### config.mk
export PLATFORM = sky130hd
export DESIGN_NAME = dc_motor_ramp_drive_control_core
export DESIGN_NICKNAME = d
export VERILOG_FILES = /design/src/hw/rtl/dmrd_pkg.sv /design/src/hw/rtl/dmrd_ramp.sv /design/src/hw/rtl/dmrd_out_reg.sv /design/src/hw/rtl/dc_motor_ramp_drive_control_core.sv
export SDC_FILE = /design/constraint.sdc
export NUM_CORES = 1
export LEC_CHECK = 0
export BUFFER_PORTS_ARGS = -buffer_cell sky130_fd_sc_hd__buf_4
export CORE_ASPECT_RATIO = 1.5
export CORE_MARGIN = 3
export CORE_UTILIZATION = 65
export CTS_CLUSTER_SIZE = 28
export DETAILED_ROUTE_END_ITERATION = 8
export HOLD_SLACK_MARGIN = 0.05
export PLACE_DENSITY = 0.94
export SETUP_SLACK_MARGIN = 0.4
export SLEW_MARGIN = 0
export SYNTH_ARGS = -nofsm -noshare
export SYNTH_HDL_FRONTEND = slang
export SYNTH_SLANG_ARGS = --single-unit
### constraint.sdc
create_clock -name i_clk -period 10.15 [get_ports i_clk]
set_input_delay 3.045 -clock i_clk [delete_from_list [all_inputs] [get_ports i_clk]]
set_output_delay 3.045 -clock i_clk [all_outputs]
set_load 0.02 [all_outputs]
### src/hw/rtl/dmrd_pkg.sv
// ----------------------------------------------------------------------------
// dmrd_pkg
// shared types, codes and stream layout of the dc motor ramp drive control
// ----------------------------------------------------------------------------
package dmrd_pkg;

    // default ceiling of the manual ramp level
    localparam int LEVEL_MAX_DEF = 255;

    // ramp step saturates here
    localparam logic [7:0] STEP_MAX = 8'd255;

    // duty mapping: pct * 255 / 100 == (pct * 255 * 5243) >> 19 for pct < 128
    localparam int          DUTY_W      = 7;
    localparam int          RECIP_W     = 21;
    localparam int          DUTY_SHIFT  = 19;
    localparam int          PROD_W      = DUTY_W + RECIP_W;
    localparam logic [RECIP_W-1:0] DUTY_RECIP = RECIP_W'(255 * 5243);

    // drive modes and commands
    localparam logic [1:0] MODE_MANUAL = 2'd0;
    localparam logic [1:0] MODE_AUTO   = 2'd1;
    localparam logic [1:0] CMD_NONE    = 2'd0;
    localparam logic [1:0] CMD_FWD     = 2'd1;
    localparam logic [1:0] CMD_REV     = 2'd2;

    // direction flag codes
    typedef enum logic [1:0] {
        DIR_NONE = 2'd0,
        DIR_FWD  = 2'd1,
        DIR_REV  = 2'd2,
        DIR_STOP = 2'd3
    } t_dir;

    // stream widths
    localparam int IN_TDATA_W  = 16;
    localparam int OUT_TDATA_W = 24;

    // result beat bit positions
    localparam int OUT_DIR_LSB   = 0;
    localparam int OUT_STOP_BIT  = 2;
    localparam int OUT_LVLV_BIT  = 3;
    localparam int OUT_LVL_LSB   = 4;
    localparam int OUT_RVV_BIT   = 12;
    localparam int OUT_RV_BIT    = 13;
    localparam int OUT_DUTYV_BIT = 14;
    localparam int OUT_DUTY_LSB  = 15;

    typedef struct packed {
        logic              emergency;
        logic [1:0]        drive_mode;
        logic [1:0]        drive_command;
        logic [DUTY_W-1:0] auto_duty_percent;
    } t_item;

    typedef struct packed {
        t_dir       dir_write;
        logic       stop_before_dir;
        logic       level_valid;
        logic [7:0] level_out;
        logic       reversal_valid;
        logic       reversal_flag;
        logic       duty_valid;
        logic [7:0] duty_out;
    } t_result;

endpackage

### src/hw/rtl/dmrd_ramp.sv
// ----------------------------------------------------------------------------
// dmrd_ramp
// motor state registers and the per-tick ramp, direction and duty logic
// ----------------------------------------------------------------------------
module dmrd_ramp #(
    parameter int LEVEL_MAX = dmrd_pkg::LEVEL_MAX_DEF
) (
    input  logic               i_clk,
    input  logic               i_rst_n,
    input  logic               i_load,
    input  dmrd_pkg::t_item    i_item,
    output dmrd_pkg::t_result  o_result
);

    localparam int LW = $clog2(LEVEL_MAX + 1);
    localparam int SW = ((LW > 10) ? LW : 10) + 1;

    logic [LW-1:0] r_level, n_level;
    logic [7:0]    r_step,  n_step;
    logic          r_fwd,   n_fwd;
    logic          r_rev,   n_rev;
    logic          r_jrev,  n_jrev;

    logic [7:0]                    step_g;
    logic                          was_other;
    logic                          dir_cmd;
    logic [SW-1:0]                 lvl_ext;
    logic [SW-1:0]                 up_sum;
    logic [SW-1:0]                 down_dec;
    logic [dmrd_pkg::PROD_W-1:0]   duty_prod;
    logic [8:0]                    duty_q;
    dmrd_pkg::t_result             res;

    always_comb begin
        n_level = r_level;
        n_step  = r_step;
        n_fwd   = r_fwd;
        n_rev   = r_rev;
        n_jrev  = r_jrev;
        res     = '0;
        res.dir_write = dmrd_pkg::DIR_NONE;

        step_g    = (r_step == dmrd_pkg::STEP_MAX) ? r_step : r_step + 8'd1;
        dir_cmd   = (i_item.drive_command == dmrd_pkg::CMD_FWD) ||
                    (i_item.drive_command == dmrd_pkg::CMD_REV);
        was_other = (i_item.drive_command == dmrd_pkg::CMD_FWD) ? r_rev : r_fwd;
        lvl_ext   = SW'(r_level);
        // half the climb right after a reversal
        up_sum    = lvl_ext + (was_other ? SW'(step_g) : SW'({step_g, 1'b0}));
        down_dec  = SW'({step_g, 2'b00});

        duty_prod = dmrd_pkg::PROD_W'(i_item.auto_duty_percent) *
                    dmrd_pkg::PROD_W'(dmrd_pkg::DUTY_RECIP);
        duty_q    = duty_prod[dmrd_pkg::PROD_W-1:dmrd_pkg::DUTY_SHIFT];

        if (i_item.emergency) begin
            res.dir_write = dmrd_pkg::DIR_STOP;
            n_level       = '0;
        end else if (i_item.drive_mode == dmrd_pkg::MODE_MANUAL && dir_cmd) begin
            n_fwd  = (i_item.drive_command == dmrd_pkg::CMD_FWD);
            n_rev  = (i_item.drive_command == dmrd_pkg::CMD_REV);
            n_jrev = was_other;
            if (i_item.drive_command == dmrd_pkg::CMD_REV) begin
                res.reversal_valid = 1'b1;
                res.reversal_flag  = was_other;
            end
            if (r_level == '0) begin
                res.dir_write = (i_item.drive_command == dmrd_pkg::CMD_FWD) ?
                                dmrd_pkg::DIR_FWD : dmrd_pkg::DIR_REV;
            end
            if (up_sum >= SW'(LEVEL_MAX)) begin
                n_level = LW'(LEVEL_MAX);
                n_step  = '0;
            end else begin
                n_level = LW'(up_sum);
                n_step  = step_g;
            end
            res.level_valid = 1'b1;
            res.level_out   = 8'(n_level);
        end else if (i_item.drive_mode == dmrd_pkg::MODE_MANUAL &&
                     i_item.drive_command == dmrd_pkg::CMD_NONE) begin
            // floor of the ramp-down is one, not zero
            if (lvl_ext <= down_dec) begin
                n_level = LW'(1);
                n_step  = '0;
            end else begin
                n_level = LW'(lvl_ext - down_dec);
                n_step  = step_g;
            end
            res.level_valid = 1'b1;
            res.level_out   = 8'(n_level);
        end else if (i_item.drive_mode == dmrd_pkg::MODE_AUTO && dir_cmd) begin
            n_fwd  = (i_item.drive_command == dmrd_pkg::CMD_FWD);
            n_rev  = (i_item.drive_command == dmrd_pkg::CMD_REV);
            n_jrev = was_other;
            res.reversal_valid = 1'b1;
            res.reversal_flag  = was_other;
            if (was_other) begin
                n_level = '0;
            end
            if (was_other || r_level == '0) begin
                res.stop_before_dir = was_other;
                res.dir_write = (i_item.drive_command == dmrd_pkg::CMD_FWD) ?
                                dmrd_pkg::DIR_FWD : dmrd_pkg::DIR_REV;
            end
            res.duty_valid = 1'b1;
            res.duty_out   = (duty_q > 9'd255) ? 8'd255 : duty_q[7:0];
        end
    end

    always_ff @(posedge i_clk) begin
        if (!i_rst_n) begin
            r_level <= '0;
            r_step  <= '0;
            r_fwd   <= 1'b0;
            r_rev   <= 1'b0;
            r_jrev  <= 1'b0;
        end else if (i_load) begin
            r_level <= n_level;
            r_step  <= n_step;
            r_fwd   <= n_fwd;
            r_rev   <= n_rev;
            r_jrev  <= n_jrev;
        end
    end

    assign o_result = res;

endmodule

### src/hw/rtl/dmrd_out_reg.sv
// ----------------------------------------------------------------------------
// dmrd_out_reg
// result register with valid/ready toward the output stream
// ----------------------------------------------------------------------------
module dmrd_out_reg (
    input  logic               i_clk,
    input  logic               i_rst_n,
    input  logic               i_valid,
    input  dmrd_pkg::t_result  i_result,
    output logic               o_ready,
    output logic               o_valid,
    output dmrd_pkg::t_result  o_result,
    input  logic               i_ready
);

    logic              r_valid;
    dmrd_pkg::t_result r_result;

    assign o_ready = !r_valid || i_ready;

    always_ff @(posedge i_clk) begin
        if (!i_rst_n) begin
            r_valid <= 1'b0;
        end else if (o_ready) begin
            r_valid <= i_valid;
        end
    end

    always_ff @(posedge i_clk) begin
        if (i_valid && o_ready) begin
            r_result <= i_result;
        end
    end

    assign o_valid  = r_valid;
    assign o_result = r_result;

endmodule

### src/hw/rtl/dc_motor_ramp_drive_control_core.sv
// ----------------------------------------------------------------------------
// dc_motor_ramp_drive_control_core
// per-tick dc motor drive control: emergency stop, manual ramp, auto duty
// ----------------------------------------------------------------------------
// path: an accepted input beat is held in the input register, its result in the
//   result register on m_tdata; throughput: one beat per cycle while m_tready
//   holds, set by the input register -> ramp logic -> result register path; the
//   ramp state updates as each beat leaves the input register; the next beat sees it
// reset: i_rst_n synchronous active low; clears the ramp level, step, direction
//   and reversal flags and empties both pipeline registers
module dc_motor_ramp_drive_control_core #(
    parameter int LEVEL_MAX = dmrd_pkg::LEVEL_MAX_DEF
) (
    input  logic                                i_clk,
    input  logic                                i_rst_n,
    // input stream
    input  logic                                s_tvalid,
    output logic                                s_tready,
    // [0] emergency, [2:1] drive_mode, [4:3] drive_command,
    // [11:5] auto_duty_percent, [15:12] zero
    input  logic [dmrd_pkg::IN_TDATA_W-1:0]     s_tdata,
    // result stream
    output logic                                m_tvalid,
    input  logic                                m_tready,
    // [1:0] dir_write, [2] stop_before_dir, [3] level_valid, [11:4] level_out,
    // [12] reversal_valid, [13] reversal_flag, [14] duty_valid,
    // [22:15] duty_out, [23] zero
    output logic [dmrd_pkg::OUT_TDATA_W-1:0]    m_tdata
);

    // input register: holds one beat until the result register can take it
    logic              r_in_valid;
    dmrd_pkg::t_item   r_item;

    logic              out_ready;
    logic              advance;
    dmrd_pkg::t_result step_result;
    dmrd_pkg::t_result out_result;

    assign advance  = r_in_valid && out_ready;
    // a new beat comes in whenever the input register is empty or moving on
    assign s_tready = !r_in_valid || out_ready;

    always_ff @(posedge i_clk) begin
        if (!i_rst_n) begin
            r_in_valid <= 1'b0;
        end else if (s_tready) begin
            r_in_valid <= s_tvalid;
        end
    end

    // unpack the beat, emergency in the lowest bit
    always_ff @(posedge i_clk) begin
        if (s_tvalid && s_tready) begin
            r_item.emergency         <= s_tdata[0];
            r_item.drive_mode        <= s_tdata[2:1];
            r_item.drive_command     <= s_tdata[4:3];
            r_item.auto_duty_percent <= s_tdata[11:5];
        end
    end

    // ramp state and the per-tick decision logic
    dmrd_ramp #(
        .LEVEL_MAX (LEVEL_MAX)
    ) u_ramp (
        .i_clk    (i_clk),
        .i_rst_n  (i_rst_n),
        .i_load   (advance),
        .i_item   (r_item),
        .o_result (step_result)
    );

    // result register toward the output stream
    dmrd_out_reg u_out (
        .i_clk    (i_clk),
        .i_rst_n  (i_rst_n),
        .i_valid  (advance),
        .i_result (step_result),
        .o_ready  (out_ready),
        .o_valid  (m_tvalid),
        .o_result (out_result),
        .i_ready  (m_tready)
    );

    // pack the result beat, dir_write in the lowest bits
    assign m_tdata = {
        1'b0,
        out_result.duty_out,
        out_result.duty_valid,
        out_result.reversal_flag,
        out_result.reversal_valid,
        out_result.level_out,
        out_result.level_valid,
        out_result.stop_before_dir,
        out_result.dir_write
    };

endmodule

==> reports/summary.txt <==
Crit end category: output port
Count leader, synth: ha_1
Crit path buffers/inverters: 2
Final min period: 6.753 ns
Post-detail-place hpwl: 9501 um
Max-slew violations: 0
Hold WS: 0.5584 ns
Die Span Y: 110.8 um
Port buffer count: 40
Clock root cell: clkbuf_8
Synth top area cells: edfxtp_1 (22%), ha_1 (20%), dfxtp_1 (8.4%), fa_1 (6.3%), inv_1 (3.3%)
Synth warn: 0
Sequential share of the synthesized area: 0.3051
Initial antenna violation count: 0
Clk buf depth: 2
FF-to-FF path depth: 13
Syn nets: 606
Worst-Skew Late Latency: 0.33 ns
Layout cells sized above 1: 0.1266
Setup Fix Bufs, Post-CTS: 0
DRT iter0 DRCs: 188
Vias: 4002
RSZ-0062 raised after global routing: no
# rows: 37
Grt ovf: 0
Initial Util: 0.6805
Top cells by count, synth: ha_1 (76), inv_1 (42), nand2_1 (39)
CP Max Fanout: 4
CTS tree: built
WHS Path Cells: 1
Crit path largest cell delay: 0.25 ns
Fillers: 484
Crit-path most repeated cell: buf_4
First-pass GRT wire length: 18810 um
Post-synthesis register bit count: 55
Pin count of the biggest net entering global routing: 27
Post-CTS sizing: 0
Routability congestion estimate: 1.004
Delay-heaviest family, CP: simple AND/OR/NAND/NOR gates
Hold violation total from the final report: 0
Fin Setup TNS: 0 ns
Die W: 75.85 um
Core area: 6990 um2
Area leader, netlist: edfxtp_1
Routed vias/inst: 6.312
Placed instance area: 5157 um2
Post-synth EDFFs: 35
Synth async-reset ratio: 0
Gate Count Post-Synth: 495
Worst path arrival time: 3.71 ns
Io pins: 46
Worst vdd ir: 0.09733 mV
Clock sink count: 55
Required @ worst endpoint: 7.11 ns
Area of the multi-input gates: 3115 um2
Crit-path slowest cell: nor2b_1
Final setup vio count: 0
H-tree Lvls: 2
Clk slew on worst S/H paths: 0.10 ns
Die area: 8402 um2
DR pass1 iterations: 5
FF+latch area: 1451 um2
DRT Wirelength: 11610 um
Setup Crit Path Kind: input pin to output port
Unique masters post-synth: 58
Worst-path cell chain: buf_4, nor2b_1, nand2_1, buf_4
Tot Pwr: 0.6481 mW
P per Cell Area: 123.4 nW/um2
Drt wl/cell: 18.30 um
Nets: 647
Vias in the first global route: 4188
Global Route Usage Sum: 0.2911
Routed Antenna Nets: 0
Final Skew: 0.01390 ns
N_diodes: 0
Rel. slew slack: 0.3814
Mapped Area: 4757 um2
Status: completed
Max-cap violations: 0
Synth Flop Type: edfxtp_1
CTS Hold Bufs: 0
Leak: 2.433 nW
Post-layout util: 0.7516
Peak Freq: 148.1 MHz
Yosys top cell area share: 0.2209
Area Overhead vs Synth: 10.44%
Hold Crit Class: flop to flop
Tcrit/Tclk final: 0.6653
Worst setup SP type: input pin
DRC viols: 0
Crit path depth: 4
Number of buffers created by CTS: 5
Design area: 5254 um2
Mean post-synth cell area: 9.610 um2
Least-Margin Pin Slew: 0.9021 ns
## final cells by class
| cell class | count | share of cell area |
|---|---|---|
| inverters | 43 | 0.03072 |
| multi-input cells | 390 | 0.5930 |
| clock buffers | 5 | 0.01310 |
| clock inverters | 3 | 0.005239 |
| repair buffers | 41 | 0.05859 |
| flip-flops and latches | 55 | 0.2763 |
| well taps | 97 | 0.02310 |
## registers in the layout (all words and copies together), names as in the netlist
register	cells
u_out.o_result	23
r_item	12
u_ramp.r_level	8
u_ramp.r_step	8
r_in_valid	1
u_out.o_valid	1
u_ramp.r_fwd	1
u_ramp.r_rev	1
## cell families after synthesis
kind of cell    after synthesis  synth area share
compound gates              115            0.1620
xor+xnor                     21           0.03866
fa+ha+maj                    91            0.2630
buf+inv                      50           0.04050
flops                        55            0.3051
mux                          12           0.02551
other cells                   1         0.0007883
simple gates                150            0.1644
## final timing paths
path                                        from                 end  slack (ns)
worst max-delay path                    m_tready            s_tready        3.40
worst min-delay path                  r_in_valid       u_out.o_valid        0.56
worst min register to register        r_in_valid       u_out.o_valid        0.56
worst max register to register  u_ramp.r_step[0]  u_out.o_result[11]        5.56
## stage by stage
stage | worst slack [ns] | cells
5_1_grt | 3.334 | 634
6_report | 3.397 | 634
3_3_place_gp | 3.458 | 626
3_5_place_dp | 3.382 | 626
4_1_cts | 3.389 | 634
2_1_floorplan | 3.689 | 495
## cells in the final DEF, fill, tap and decap left out, types with 4 or more instances in the layout
master,count
nor2_1,34
a21oi_1,23
nor4_1,5
o21bai_1,5
xor2_1,8
mux2i_1,11
nand4_1,5
dfxtp_1,20
o21ai_0,31
o2111ai_1,4
clkbuf_8,5
and3_1,6
nand2_1,39
a31oi_1,6
nor3_1,8
nor2b_1,7
fa_1,15
ha_1,76
o21a_1,4
inv_1,42
edfxtp_1,35
xnor2_1,13
nand2b_1,6
nand3_1,17
o31ai_1,5
or2_2,4
a211oi_1,5
a21o_1,14
buf_4,41
## power breakdown
group / internal, mW / leakage (nW) / total [mW] / switching (mW)
sequential: 0.249 / 0.490 / 0.258 / 0.00965
combinational: 0.105 / 1.90 / 0.257 / 0.152
clock: 0.0513 / 0.0467 / 0.133 / 0.0813
## routing by layer
metal | vias to the layer above | global-route usage | share of wire
met5 | - | 0 | 0
met4 | 0 | 0.1867 | 0.067
met3 | 70 | 0.03630 | 0.039
met2 | 169 | 0.5309 | 0.55
met1 | 1883 | 0.2871 | 0.35
li1 | 1880 | - | -
(Power assumes the default switching activity.)
